===== config.mk =====
export PLATFORM = sky130hd
export DESIGN_NAME = esc_throttle_pulse_failsafe
export DESIGN_NICKNAME = d
export VERILOG_FILES = /design/src/rtl/etp_pkg.sv /design/src/rtl/etp_cfg.sv /design/src/rtl/etp_ctrl.sv /design/src/rtl/etp_map.sv /design/src/rtl/esc_throttle_pulse_failsafe.sv
export SDC_FILE = /design/constraint.sdc
export NUM_CORES = 2
export LEC_CHECK = 0
export BUFFER_PORTS_ARGS = -buffer_cell sky130_fd_sc_hd__buf_2
export CAP_MARGIN = 20
export CELL_PAD_IN_SITES_DETAIL_PLACEMENT = 1
export CELL_PAD_IN_SITES_GLOBAL_PLACEMENT = 1
export CORE_MARGIN = 5
export CORE_UTILIZATION = 56
export CTS_CLUSTER_DIAMETER = 120
export CTS_CLUSTER_SIZE = 25
export DETAILED_ROUTE_END_ITERATION = 8
export GPL_ROUTABILITY_DRIVEN = 0
export HOLD_SLACK_MARGIN = 0.12
export PLACE_DENSITY_LB_ADDON = 0.08
export REMOVE_ABC_BUFFERS = 1
export SLEW_MARGIN = 10
export SYNTH_ARGS = -nofsm -noshare
export SYNTH_HDL_FRONTEND = slang
export SYNTH_SLANG_ARGS = --single-unit

===== constraint.sdc =====
create_clock -name clk -period 16.05 [get_ports clk]
set_input_delay 1.605 -clock clk [delete_from_list [all_inputs] [get_ports clk]]
set_output_delay 1.605 -clock clk [all_outputs]
set_load 0.03 [all_outputs]

===== src/rtl/etp_pkg.sv =====
// Shared types, constants and a helper function for the throttle pulse block.
package etp_pkg;

    localparam int CNT_W = 16;
    localparam int CMP_W = (CNT_W > 16) ? CNT_W : 16;

    localparam int PULSE_W = 12;
    localparam int TIME_W  = 16;
    localparam int CFG_AW  = 3;
    localparam int CFG_DW  = 16;

    // Magnitude of speed times range stays below 2**27, so this reciprocal is exact.
    localparam int       MAG_W     = 27;
    localparam int       RECIP_SH  = 37;
    localparam int       QUO_W     = 18;
    localparam longint   RECIP_VAL = ((64'd1 << RECIP_SH) + 64'd999) / 64'd1000;
    localparam logic [27:0] RECIP  = RECIP_VAL[27:0];

    localparam logic [1:0] ACT_CMD  = 2'd0;
    localparam logic [1:0] ACT_TICK = 2'd1;
    localparam logic [1:0] ACT_CAL  = 2'd2;

    localparam logic [CFG_AW-1:0] REG_MIN_PULSE = 3'd0;
    localparam logic [CFG_AW-1:0] REG_MAX_PULSE = 3'd1;
    localparam logic [CFG_AW-1:0] REG_NEUTRAL   = 3'd2;
    localparam logic [CFG_AW-1:0] REG_SILENCE   = 3'd3;
    localparam logic [CFG_AW-1:0] REG_POLL      = 3'd4;
    localparam logic [CFG_AW-1:0] REG_ARM_DELAY = 3'd5;
    localparam logic [CFG_AW-1:0] REG_CAL_HIGH  = 3'd6;
    localparam logic [CFG_AW-1:0] REG_CAL_LOW   = 3'd7;

    localparam logic [PULSE_W-1:0] MIN_PULSE_RST = 12'd1000;
    localparam logic [PULSE_W-1:0] MAX_PULSE_RST = 12'd2000;
    localparam logic [PULSE_W-1:0] NEUTRAL_RST   = 12'd1500;
    localparam logic [TIME_W-1:0]  SILENCE_RST   = 16'd500;
    localparam logic [TIME_W-1:0]  POLL_RST      = 16'd100;
    localparam logic [TIME_W-1:0]  ARM_DELAY_RST = 16'd3000;
    localparam logic [TIME_W-1:0]  CAL_HIGH_RST  = 16'd10000;
    localparam logic [TIME_W-1:0]  CAL_LOW_RST   = 16'd5000;

    typedef enum logic [2:0] {
        OP_HOLD,
        OP_MAP,
        OP_NEUTRAL,
        OP_MAX,
        OP_MIN
    } pulse_op_t;

    typedef struct packed {
        logic [1:0]         action;
        logic signed [15:0] throttle;
    } cmd_t;

    typedef struct packed {
        logic [PULSE_W-1:0] pulse_width;
        logic               armed;
        logic               calibrating;
        logic               calib_done;
        logic               timed_out;
    } res_t;

    typedef struct packed {
        logic [PULSE_W-1:0] pulse_min;
        logic [PULSE_W-1:0] pulse_max;
        logic [PULSE_W-1:0] pulse_neutral;
        logic [TIME_W-1:0]  silence_limit_ms;
        logic [TIME_W-1:0]  poll_period_ms;
        logic [TIME_W-1:0]  arm_delay_ms;
        logic [TIME_W-1:0]  calib_high_ms;
        logic [TIME_W-1:0]  calib_low_ms;
    } cfg_t;

    // Per-item decision from the sequencer, carried down the datapath.
    typedef struct packed {
        pulse_op_t op;
        logic      armed;
        logic      calibrating;
        logic      calib_done;
        logic      timed_out;
    } item_info_t;

    // Upper clamp first, then lower, so the lower bound wins when they cross.
    function automatic logic [PULSE_W-1:0] clamp_pulse(
        input logic signed [19:0]   v,
        input logic [PULSE_W-1:0]   lo,
        input logic [PULSE_W-1:0]   hi
    );
        logic signed [19:0] t;
        logic signed [19:0] lo_s;
        logic signed [19:0] hi_s;
        lo_s = $signed({8'b0, lo});
        hi_s = $signed({8'b0, hi});
        t    = v;
        if (t > hi_s)
        begin
            t = hi_s;
        end
        if (t < lo_s)
        begin
            t = lo_s;
        end
        return t[PULSE_W-1:0];
    endfunction

    localparam logic [PULSE_W-1:0] PULSE_RST =
        clamp_pulse($signed({8'b0, NEUTRAL_RST}), MIN_PULSE_RST, MAX_PULSE_RST);

endpackage


===== src/rtl/etp_cfg.sv =====
// Configuration register file for the throttle pulse block.
module etp_cfg (
    input  logic                          clk,
    input  logic                          rst_n,
    input  logic                          cfg_we,
    input  logic [etp_pkg::CFG_AW-1:0]    cfg_addr,
    input  logic [etp_pkg::CFG_DW-1:0]    cfg_wdata,
    output etp_pkg::cfg_t                 cfg
);

    etp_pkg::cfg_t cfg_reg;

    always_ff @(posedge clk or negedge rst_n)
    begin
        if (!rst_n)
        begin
            cfg_reg.pulse_min        <= etp_pkg::MIN_PULSE_RST;
            cfg_reg.pulse_max        <= etp_pkg::MAX_PULSE_RST;
            cfg_reg.pulse_neutral    <= etp_pkg::NEUTRAL_RST;
            cfg_reg.silence_limit_ms <= etp_pkg::SILENCE_RST;
            cfg_reg.poll_period_ms   <= etp_pkg::POLL_RST;
            cfg_reg.arm_delay_ms     <= etp_pkg::ARM_DELAY_RST;
            cfg_reg.calib_high_ms    <= etp_pkg::CAL_HIGH_RST;
            cfg_reg.calib_low_ms     <= etp_pkg::CAL_LOW_RST;
        end
        else if (cfg_we)
        begin
            case (cfg_addr)
                etp_pkg::REG_MIN_PULSE: cfg_reg.pulse_min        <= cfg_wdata[11:0];
                etp_pkg::REG_MAX_PULSE: cfg_reg.pulse_max        <= cfg_wdata[11:0];
                etp_pkg::REG_NEUTRAL:   cfg_reg.pulse_neutral    <= cfg_wdata[11:0];
                etp_pkg::REG_SILENCE:   cfg_reg.silence_limit_ms <= cfg_wdata;
                etp_pkg::REG_POLL:      cfg_reg.poll_period_ms   <= cfg_wdata;
                etp_pkg::REG_ARM_DELAY: cfg_reg.arm_delay_ms     <= cfg_wdata;
                etp_pkg::REG_CAL_HIGH:  cfg_reg.calib_high_ms    <= cfg_wdata;
                etp_pkg::REG_CAL_LOW:   cfg_reg.calib_low_ms     <= cfg_wdata;
                default: ;
            endcase
        end
    end

    assign cfg = cfg_reg;

endmodule


===== src/rtl/etp_ctrl.sv =====
// Phase sequencer: arming delay, silence failsafe, poll timer and calibration.
module etp_ctrl (
    input  logic                  clk,
    input  logic                  rst_n,
    input  logic                  accept,
    input  logic [1:0]            action,
    input  etp_pkg::cfg_t         cfg,
    output etp_pkg::item_info_t   info
);

    typedef enum logic [1:0] {
        PH_ARMING,
        PH_ARMED,
        PH_CAL_HIGH,
        PH_CAL_LOW
    } phase_t;

    localparam logic [etp_pkg::CNT_W-1:0] CNT_ONE = etp_pkg::CNT_W'(1);

    phase_t                       phase_reg, phase_next;
    logic [etp_pkg::CNT_W-1:0]    timer_reg, timer_next;
    logic [etp_pkg::CNT_W-1:0]    silence_reg, silence_next;
    logic [etp_pkg::CNT_W-1:0]    poll_reg, poll_next;

    logic [etp_pkg::CNT_W-1:0]    timer_inc, silence_inc, poll_inc;
    logic [etp_pkg::CMP_W-1:0]    timer_cmp, silence_cmp, poll_cmp;
    logic [etp_pkg::TIME_W-1:0]   period;
    logic                         poll_hit;

    // Counters saturate at all ones.
    assign timer_inc   = (&timer_reg)   ? timer_reg   : timer_reg + CNT_ONE;
    assign silence_inc = (&silence_reg) ? silence_reg : silence_reg + CNT_ONE;
    assign poll_inc    = (&poll_reg)    ? poll_reg    : poll_reg + CNT_ONE;

    assign timer_cmp   = etp_pkg::CMP_W'(timer_inc);
    assign silence_cmp = etp_pkg::CMP_W'(silence_inc);
    assign poll_cmp    = etp_pkg::CMP_W'(poll_inc);

    // A zero poll period behaves as a period of one tick.
    assign period   = (cfg.poll_period_ms == '0) ? etp_pkg::TIME_W'(1) : cfg.poll_period_ms;
    assign poll_hit = poll_cmp >= etp_pkg::CMP_W'(period);

    always_comb
    begin
        phase_next       = phase_reg;
        timer_next       = timer_reg;
        silence_next     = silence_reg;
        poll_next        = poll_reg;
        info.op          = etp_pkg::OP_HOLD;
        info.calib_done  = 1'b0;
        info.timed_out   = 1'b0;

        if (accept)
        begin
            case (action)
                etp_pkg::ACT_CMD:
                begin
                    if (phase_reg == PH_ARMING)
                    begin
                        silence_next = '0;
                    end
                    else if (phase_reg == PH_ARMED)
                    begin
                        silence_next = '0;
                        info.op      = etp_pkg::OP_MAP;
                    end
                end
                etp_pkg::ACT_TICK:
                begin
                    if (phase_reg == PH_ARMING)
                    begin
                        if (timer_cmp >= etp_pkg::CMP_W'(cfg.arm_delay_ms))
                        begin
                            phase_next   = PH_ARMED;
                            timer_next   = '0;
                            silence_next = '0;
                            poll_next    = '0;
                        end
                        else
                        begin
                            timer_next = timer_inc;
                        end
                    end
                    else
                    begin
                        silence_next = silence_inc;
                        poll_next    = poll_hit ? '0 : poll_inc;
                        case (phase_reg)
                            PH_ARMED:
                            begin
                                if (poll_hit &&
                                    silence_cmp > etp_pkg::CMP_W'(cfg.silence_limit_ms))
                                begin
                                    info.op        = etp_pkg::OP_NEUTRAL;
                                    info.timed_out = 1'b1;
                                end
                            end
                            PH_CAL_HIGH:
                            begin
                                if (timer_cmp >= etp_pkg::CMP_W'(cfg.calib_high_ms))
                                begin
                                    phase_next = PH_CAL_LOW;
                                    timer_next = '0;
                                    info.op    = etp_pkg::OP_MIN;
                                end
                                else
                                begin
                                    timer_next = timer_inc;
                                end
                            end
                            PH_CAL_LOW:
                            begin
                                if (timer_cmp >= etp_pkg::CMP_W'(cfg.calib_low_ms))
                                begin
                                    phase_next      = PH_ARMED;
                                    timer_next      = '0;
                                    info.calib_done = 1'b1;
                                end
                                else
                                begin
                                    timer_next = timer_inc;
                                end
                            end
                            default: ;
                        endcase
                    end
                end
                etp_pkg::ACT_CAL:
                begin
                    if (phase_reg == PH_ARMED)
                    begin
                        phase_next = PH_CAL_HIGH;
                        timer_next = '0;
                        info.op    = etp_pkg::OP_MAX;
                    end
                end
                default: ;
            endcase
        end

        info.armed       = phase_next != PH_ARMING;
        info.calibrating = (phase_next == PH_CAL_HIGH) || (phase_next == PH_CAL_LOW);
    end

    always_ff @(posedge clk or negedge rst_n)
    begin
        if (!rst_n)
        begin
            phase_reg   <= PH_ARMING;
            timer_reg   <= '0;
            silence_reg <= '0;
            poll_reg    <= '0;
        end
        else
        begin
            phase_reg   <= phase_next;
            timer_reg   <= timer_next;
            silence_reg <= silence_next;
            poll_reg    <= poll_next;
        end
    end

endmodule


===== src/rtl/etp_map.sv =====
// Three-stage pulse datapath: speed scaling, divide by 1000, clamp and result register.
module etp_map (
    input  logic                  clk,
    input  logic                  rst_n,
    input  logic                  cmd_valid,
    output logic                  cmd_stall,
    output logic                  accept,
    input  logic signed [15:0]    throttle,
    input  etp_pkg::item_info_t   info,
    input  etp_pkg::cfg_t         cfg,
    output logic                  res_valid,
    input  logic                  res_stall,
    output etp_pkg::res_t         res
);

    logic rdy1, rdy2, rdy3;

    // Stage 1: magnitude of speed times range.
    logic                          v1_reg;
    logic [etp_pkg::MAG_W-1:0]     mag_reg;
    logic                          neg1_reg;
    etp_pkg::item_info_t           info1_reg;

    // Stage 2: quotient by 1000.
    logic                          v2_reg;
    logic [etp_pkg::QUO_W-1:0]     quo_reg;
    logic                          neg2_reg;
    etp_pkg::item_info_t           info2_reg;

    // Stage 3: result register.
    logic                          v3_reg;
    logic [etp_pkg::PULSE_W-1:0]   pulse_reg, pulse_next;
    logic                          armed_reg, cal_reg, done_reg, tout_reg;

    logic signed [12:0]            range;
    logic signed [16:0]            speed_x;
    logic signed [16:0]            speed_abs_x;
    logic signed [12:0]            range_abs_x;
    logic [27:0]                   mag_full;
    logic [54:0]                   recip_prod;
    logic signed [19:0]            quo_s;
    logic signed [19:0]            mapped;

    // A stage takes new data when it is empty or its content moves on.
    assign rdy3      = !v3_reg || !res_stall;
    assign rdy2      = !v2_reg || rdy3;
    assign rdy1      = !v1_reg || rdy2;
    assign cmd_stall = !rdy1;
    assign accept    = cmd_valid && rdy1;

    assign range       = $signed({1'b0, cfg.pulse_max}) - $signed({1'b0, cfg.pulse_min});
    assign speed_x     = {throttle[15], throttle};
    assign speed_abs_x = throttle[15] ? -speed_x : speed_x;
    assign range_abs_x = range[12] ? -range : range;
    assign mag_full    = speed_abs_x[15:0] * range_abs_x[11:0];

    assign recip_prod  = mag_reg * etp_pkg::RECIP;

    assign quo_s  = neg2_reg ? -$signed({2'b0, quo_reg}) : $signed({2'b0, quo_reg});
    assign mapped = $signed({8'b0, cfg.pulse_min}) + quo_s;

    always_comb
    begin
        case (info2_reg.op)
            etp_pkg::OP_MAP:
                pulse_next = etp_pkg::clamp_pulse(mapped, cfg.pulse_min,
                                                  cfg.pulse_max);
            etp_pkg::OP_NEUTRAL:
                pulse_next = etp_pkg::clamp_pulse($signed({8'b0, cfg.pulse_neutral}),
                                                  cfg.pulse_min, cfg.pulse_max);
            etp_pkg::OP_MAX:
                pulse_next = etp_pkg::clamp_pulse($signed({8'b0, cfg.pulse_max}),
                                                  cfg.pulse_min, cfg.pulse_max);
            etp_pkg::OP_MIN:
                pulse_next = etp_pkg::clamp_pulse($signed({8'b0, cfg.pulse_min}),
                                                  cfg.pulse_min, cfg.pulse_max);
            default:
                pulse_next = pulse_reg;
        endcase
    end

    always_ff @(posedge clk or negedge rst_n)
    begin
        if (!rst_n)
        begin
            v1_reg    <= 1'b0;
            v2_reg    <= 1'b0;
            v3_reg    <= 1'b0;
            pulse_reg <= etp_pkg::PULSE_RST;
        end
        else
        begin
            if (rdy1)
            begin
                v1_reg <= accept;
            end
            if (rdy2)
            begin
                v2_reg <= v1_reg;
            end
            if (rdy3)
            begin
                v3_reg <= v2_reg;
                if (v2_reg)
                begin
                    pulse_reg <= pulse_next;
                end
            end
        end
    end

    always_ff @(posedge clk)
    begin
        if (rdy1)
        begin
            mag_reg   <= mag_full[etp_pkg::MAG_W-1:0];
            neg1_reg  <= throttle[15] ^ range[12];
            info1_reg <= info;
        end
        if (rdy2)
        begin
            quo_reg   <= recip_prod[54:etp_pkg::RECIP_SH];
            neg2_reg  <= neg1_reg;
            info2_reg <= info1_reg;
        end
        if (rdy3)
        begin
            armed_reg <= info2_reg.armed;
            cal_reg   <= info2_reg.calibrating;
            done_reg  <= info2_reg.calib_done;
            tout_reg  <= info2_reg.timed_out;
        end
    end

    assign res_valid       = v3_reg;
    assign res.pulse_width = pulse_reg;
    assign res.armed       = armed_reg;
    assign res.calibrating = cal_reg;
    assign res.calib_done  = done_reg;
    assign res.timed_out   = tout_reg;

endmodule


===== src/rtl/esc_throttle_pulse_failsafe.sv =====
// Top level of the throttle pulse generator with arming delay and failsafe.
//
// Usage: each transfer on the cmd channel carries an action (throttle command,
// one millisecond tick or calibration request) and a signed per-mille speed.
// Every accepted transfer yields exactly one transfer on the res channel with
// the current pulse width and the armed, calibrating, calib_done and
// timed_out flags, in the order the items were accepted.
// The accepting edge loads stage 1, then the item moves on to stage 2 and to
// the stage 3 result register that drives res_valid. While cmd_stall is low,
// one item is accepted per cycle. The depth is set by the scaling datapath:
// one multiplier stage for speed times range, one reciprocal multiplier stage
// for the divide by 1000, and the clamp stage that loads the result register.
// While res_stall is high the three stages keep filling, so cmd_stall rises
// only when all of them hold items; results are never dropped.
// Configuration writes through cfg_we/cfg_addr/cfg_wdata take effect at once
// and belong to idle periods. After rst_n is released the registers hold
// their defaults, the block is arming, and the pulse sits at neutral.
module esc_throttle_pulse_failsafe (
    input  logic                        clk,
    input  logic                        rst_n,
    input  logic                        cmd_valid,
    output logic                        cmd_stall,
    input  etp_pkg::cmd_t               cmd,
    output logic                        res_valid,
    input  logic                        res_stall,
    output etp_pkg::res_t               res,
    input  logic                        cfg_we,
    input  logic [etp_pkg::CFG_AW-1:0]  cfg_addr,
    input  logic [etp_pkg::CFG_DW-1:0]  cfg_wdata
);

    etp_pkg::cfg_t        cfg;
    etp_pkg::item_info_t  info;
    logic                 accept;

    etp_cfg u_cfg (
        .clk       (clk),
        .rst_n     (rst_n),
        .cfg_we    (cfg_we),
        .cfg_addr  (cfg_addr),
        .cfg_wdata (cfg_wdata),
        .cfg       (cfg)
    );

    etp_ctrl u_ctrl (
        .clk    (clk),
        .rst_n  (rst_n),
        .accept (accept),
        .action (cmd.action),
        .cfg    (cfg),
        .info   (info)
    );

    etp_map u_map (
        .clk       (clk),
        .rst_n     (rst_n),
        .cmd_valid (cmd_valid),
        .cmd_stall (cmd_stall),
        .accept    (accept),
        .throttle  (cmd.throttle),
        .info      (info),
        .cfg       (cfg),
        .res_valid (res_valid),
        .res_stall (res_stall),
        .res       (res)
    );

endmodule


==> results.json <==
{
  "grt_usage": 0.304,
  "crit_path_max_fanout": 12,
  "largest_register_ffs": 116,
  "clkLatencyLatePin_ns": 0.52,
  "layout_min_cycle_time_ns": 8.93,
  "num-fill-cells": 6778,
  "slew_headroom": 0.244,
  "worst_clock_skew_ns": 0.0243,
  "crit_path_end_kind": "flip-flop",
  "cap_violations": 0,
  "grt_start_max_net_pins": 82,
  "synth_most_common_cell": "inv_1",
  "rows": 89,
  "vias": 25485,
  "grt_overflow": 0,
  "synth_top_area_share": 0.220,
  "ant_nets": 0,
  "pin_count": 60,
  "r2r.worst_path.cells": 31,
  "finalSetupViolCount": 0,
  "drc": 0,
  "start_util": 0.565,
  "regArea_sq_um": 6550,
  "synthArstFlopShare": 0.736,
  "critPathMaxStageDelay_ns": 0.54,
  "dr.pass1.iters": 7,
  "routed_wl_um": 96800,
  "grt_pass1_vias": 28956,
  "core_area_sq_um": 58900,
  "synth.cells.most_frequent": "inv_1 (744), ha_1 (527), fa_1 (366)",
  "regToRegEndpoint": "u_map.mag_reg[23]$_DFFE_PN_",
  "min-delay-path-class": "flip-flop to flip-flop",
  "grt_pass1_wl_um": 156000,
  "antenna_found_initial": 3,
  "hold_viol_final": 0,
  "r2r_slack_ns": 7.12,
  "yosys_warnings": 0,
  "timing.rr.start": "u_cfg.cfg[92]$_DFFE_PN0P_",
  "multiInputGateArea_sq_um": 23600,
  "drt_iter0_drc": 1621,
  "synth_top_cell_by_area": "fa_1",
  "post_cts_buffers": 0,
  "fin_nets": 4491,
  "numPortBuffers": 59,
  "wl_per_cell_um": 22.3,
  "crit_path_start_kind": "flip-flop",
  "synth_cell_types": 78,
  "status": "finished, final reports clean",
  "postCtsResizedCells": 0,
  "fmax_mhz": 112,
  "required_ns": 16.38,
  "syn-instance-count": 3526,
  "hold_path_startpoint": "u_map.info2_reg[1]$_DFFE_PP_",
  "cts_tree": "built",
  "worst_pin_slew_ns": 1.13,
  "synth_top_flop_cell": "dfrtp_1",
  "synthTopCellsByArea": "fa_1 (22%), ha_1 (20%), dfrtp_1 (9.7%), inv_1 (8.4%), edfxtp_1 (5.9%)",
  "postCtsHoldBufs": 0,
  "die_area_sq_um": 64400,
  "cts_max_level": 1,
  "cts_sinks": 246,
  "yosys_register_bits": 246,
  "final_layout_size_suffix_gt1_frac": 0.0816,
  "numCtsBuffers": 14,
  "dp_hpwl_um": 81000,
  "holdPathStages": 0,
  "synth-edff-count": 65,
  "holdPathEnd": "u_map.done_reg$_DFFE_PP_",
  "root_buffer": "clkbuf_16",
  "synth.cell_area_sq_um": 33300,
  "crit_type": "flip-flop to flip-flop",
  "slew_violations": 0,
  "setup_slack_ns": 7.12,
  "ys_seq_area_frac": 0.197,
  "final.setup.tns_ns": 0,
  "dp_slack_ns": 7.03,
  "clkSlewWorstSetupHoldPaths_ns": 0.11,
  "cp_common_cell": "fa_1",
  "crit_arrival_ns": 9.26,
  "rsz0062_at_grt": "false",
  "vias_per_cell": 5.87,
  "slowest_stage": "fa_1",
  "syn_avg_cell_area_sq_um": 9.43,
  "syn_to_final_growth_pct": 5.04,
  "clk_path_buf_depth": 3,
  "die_w_um": 254,
  "dieHeight_um": 254,
  "post-route-period-util": 0.556
}
-- critical path, delay by kind of cell (launching register included) --
| kind | cells | cell delay [ns] |
|---|---|---|
| adders and majority gates | 8 | 3.59 |
| AOI/OAI and AO/OA | 9 | 2.28 |
| and+or+nand+nor | 7 | 1.38 |
| buffers and inverters | 5 | 0.63 |
| DFF | 1 | 0.51 |
| xor gates and xnor gates | 2 | 0.32 |
-- worst max-delay path by stage --
| stage | start | slack, ns | endpoint |
|---|---|---|---|
| 3_3_place_gp | cmd[0] | 7.51 | u_map.mag_reg[24]$_DFFE_PN_ |
| 5_1_grt | u_cfg.cfg[92]$_DFFE_PN0P_ | 6.52 | u_map.mag_reg[23]$_DFFE_PN_ |
| 3_5_place_dp | cmd[0] | 7.03 | u_map.mag_reg[26]$_DFFE_PN_ |
| 4_1_cts | u_cfg.cfg[92]$_DFFE_PN0P_ | 7.18 | u_map.mag_reg[23]$_DFFE_PN_ |
| 6_report | u_cfg.cfg[92]$_DFFE_PN0P_ | 7.12 | u_map.mag_reg[23]$_DFFE_PN_ |
| 2_1_floorplan | u_cfg.cfg[92]$_DFFE_PN0P_ | 8.02 | u_map.mag_reg[23]$_DFFE_PN_ |
-- cells in the final DEF, fill, tap and decap left out, types with 32 or more instances in the layout --
cell / count
mux2_2: 94
xor2_1: 39
a21o_1: 80
buf_2: 58
nand3_1: 49
dfrtp_1: 129
dfstp_2: 52
inv_1: 744
a21oi_1: 99
xnor2_1: 105
nand2_1: 287
fa_1: 366
edfxtp_1: 65
nand2b_1: 71
ha_1: 527
nand4_1: 32
o21ai_0: 139
nor2_1: 173
-- layout make-up --
| type | count | area share |
|---|---|---|
| clock buffer | 20 | 0.0113 |
| tap | 773 | 0.0277 |
| multi-input combinational | 2455 | 0.676 |
| timing repair buffer | 94 | 0.0166 |
| antenna | 1 | 0.0000716 |
| clock inverter | 4 | 0.00111 |
| sequential | 246 | 0.187 |
| inverter | 745 | 0.0800 |
-- cell families (layout without fill, tap and decap cells) --
family | Yosys count | after routing | synth area share
adder cells (fa/ha/maj) | 893 | 893 | 0.418
AND/OR/NAND/NOR | 789 | 789 | 0.113
other | 0 | 1 | 0
XOR/XNOR | 145 | 145 | 0.0382
AO/OA/AOI/OAI | 506 | 506 | 0.0979
flip-flops | 246 | 246 | 0.197
buffers and inverters | 825 | 863 | 0.0944
multiplexers | 122 | 122 | 0.0408
-- metrics by stage --
| stage | cells | instance area, sq um | hold WS, ns | utilization |
|---|---|---|---|---|
| global route | 4337 | 34900 | 0.446 | 0.593 |
| CTS | 4332 | 34900 | 0.430 | 0.592 |
| detailed placement | 4308 | 34500 | 0.406 | 0.585 |
| global placement | 4308 | 34500 | 0.407 | 0.585 |
| finish | 4338 | 34900 | 0.429 | 0.593 |
| floorplan | 3446 | 32900 | 0.400 | - |
-- per-layer routing --
metal / routed length [um] / part of all wire / vias up / track usage
met3: 3980 / 0.041 / 165 / 0.0302
met2: 48300 / 0.50 / 566 / 0.539
met5: 0 / 0 / - / 0
li1: - / - / 11584 / -
met4: 2350 / 0.024 / 0 / 0.0654
met1: 42100 / 0.44 / 13170 / 0.409
Power is left out: the tool's default activity adds up to more than one toggle a clock period on the data nets, which glitch-free logic cannot reach.
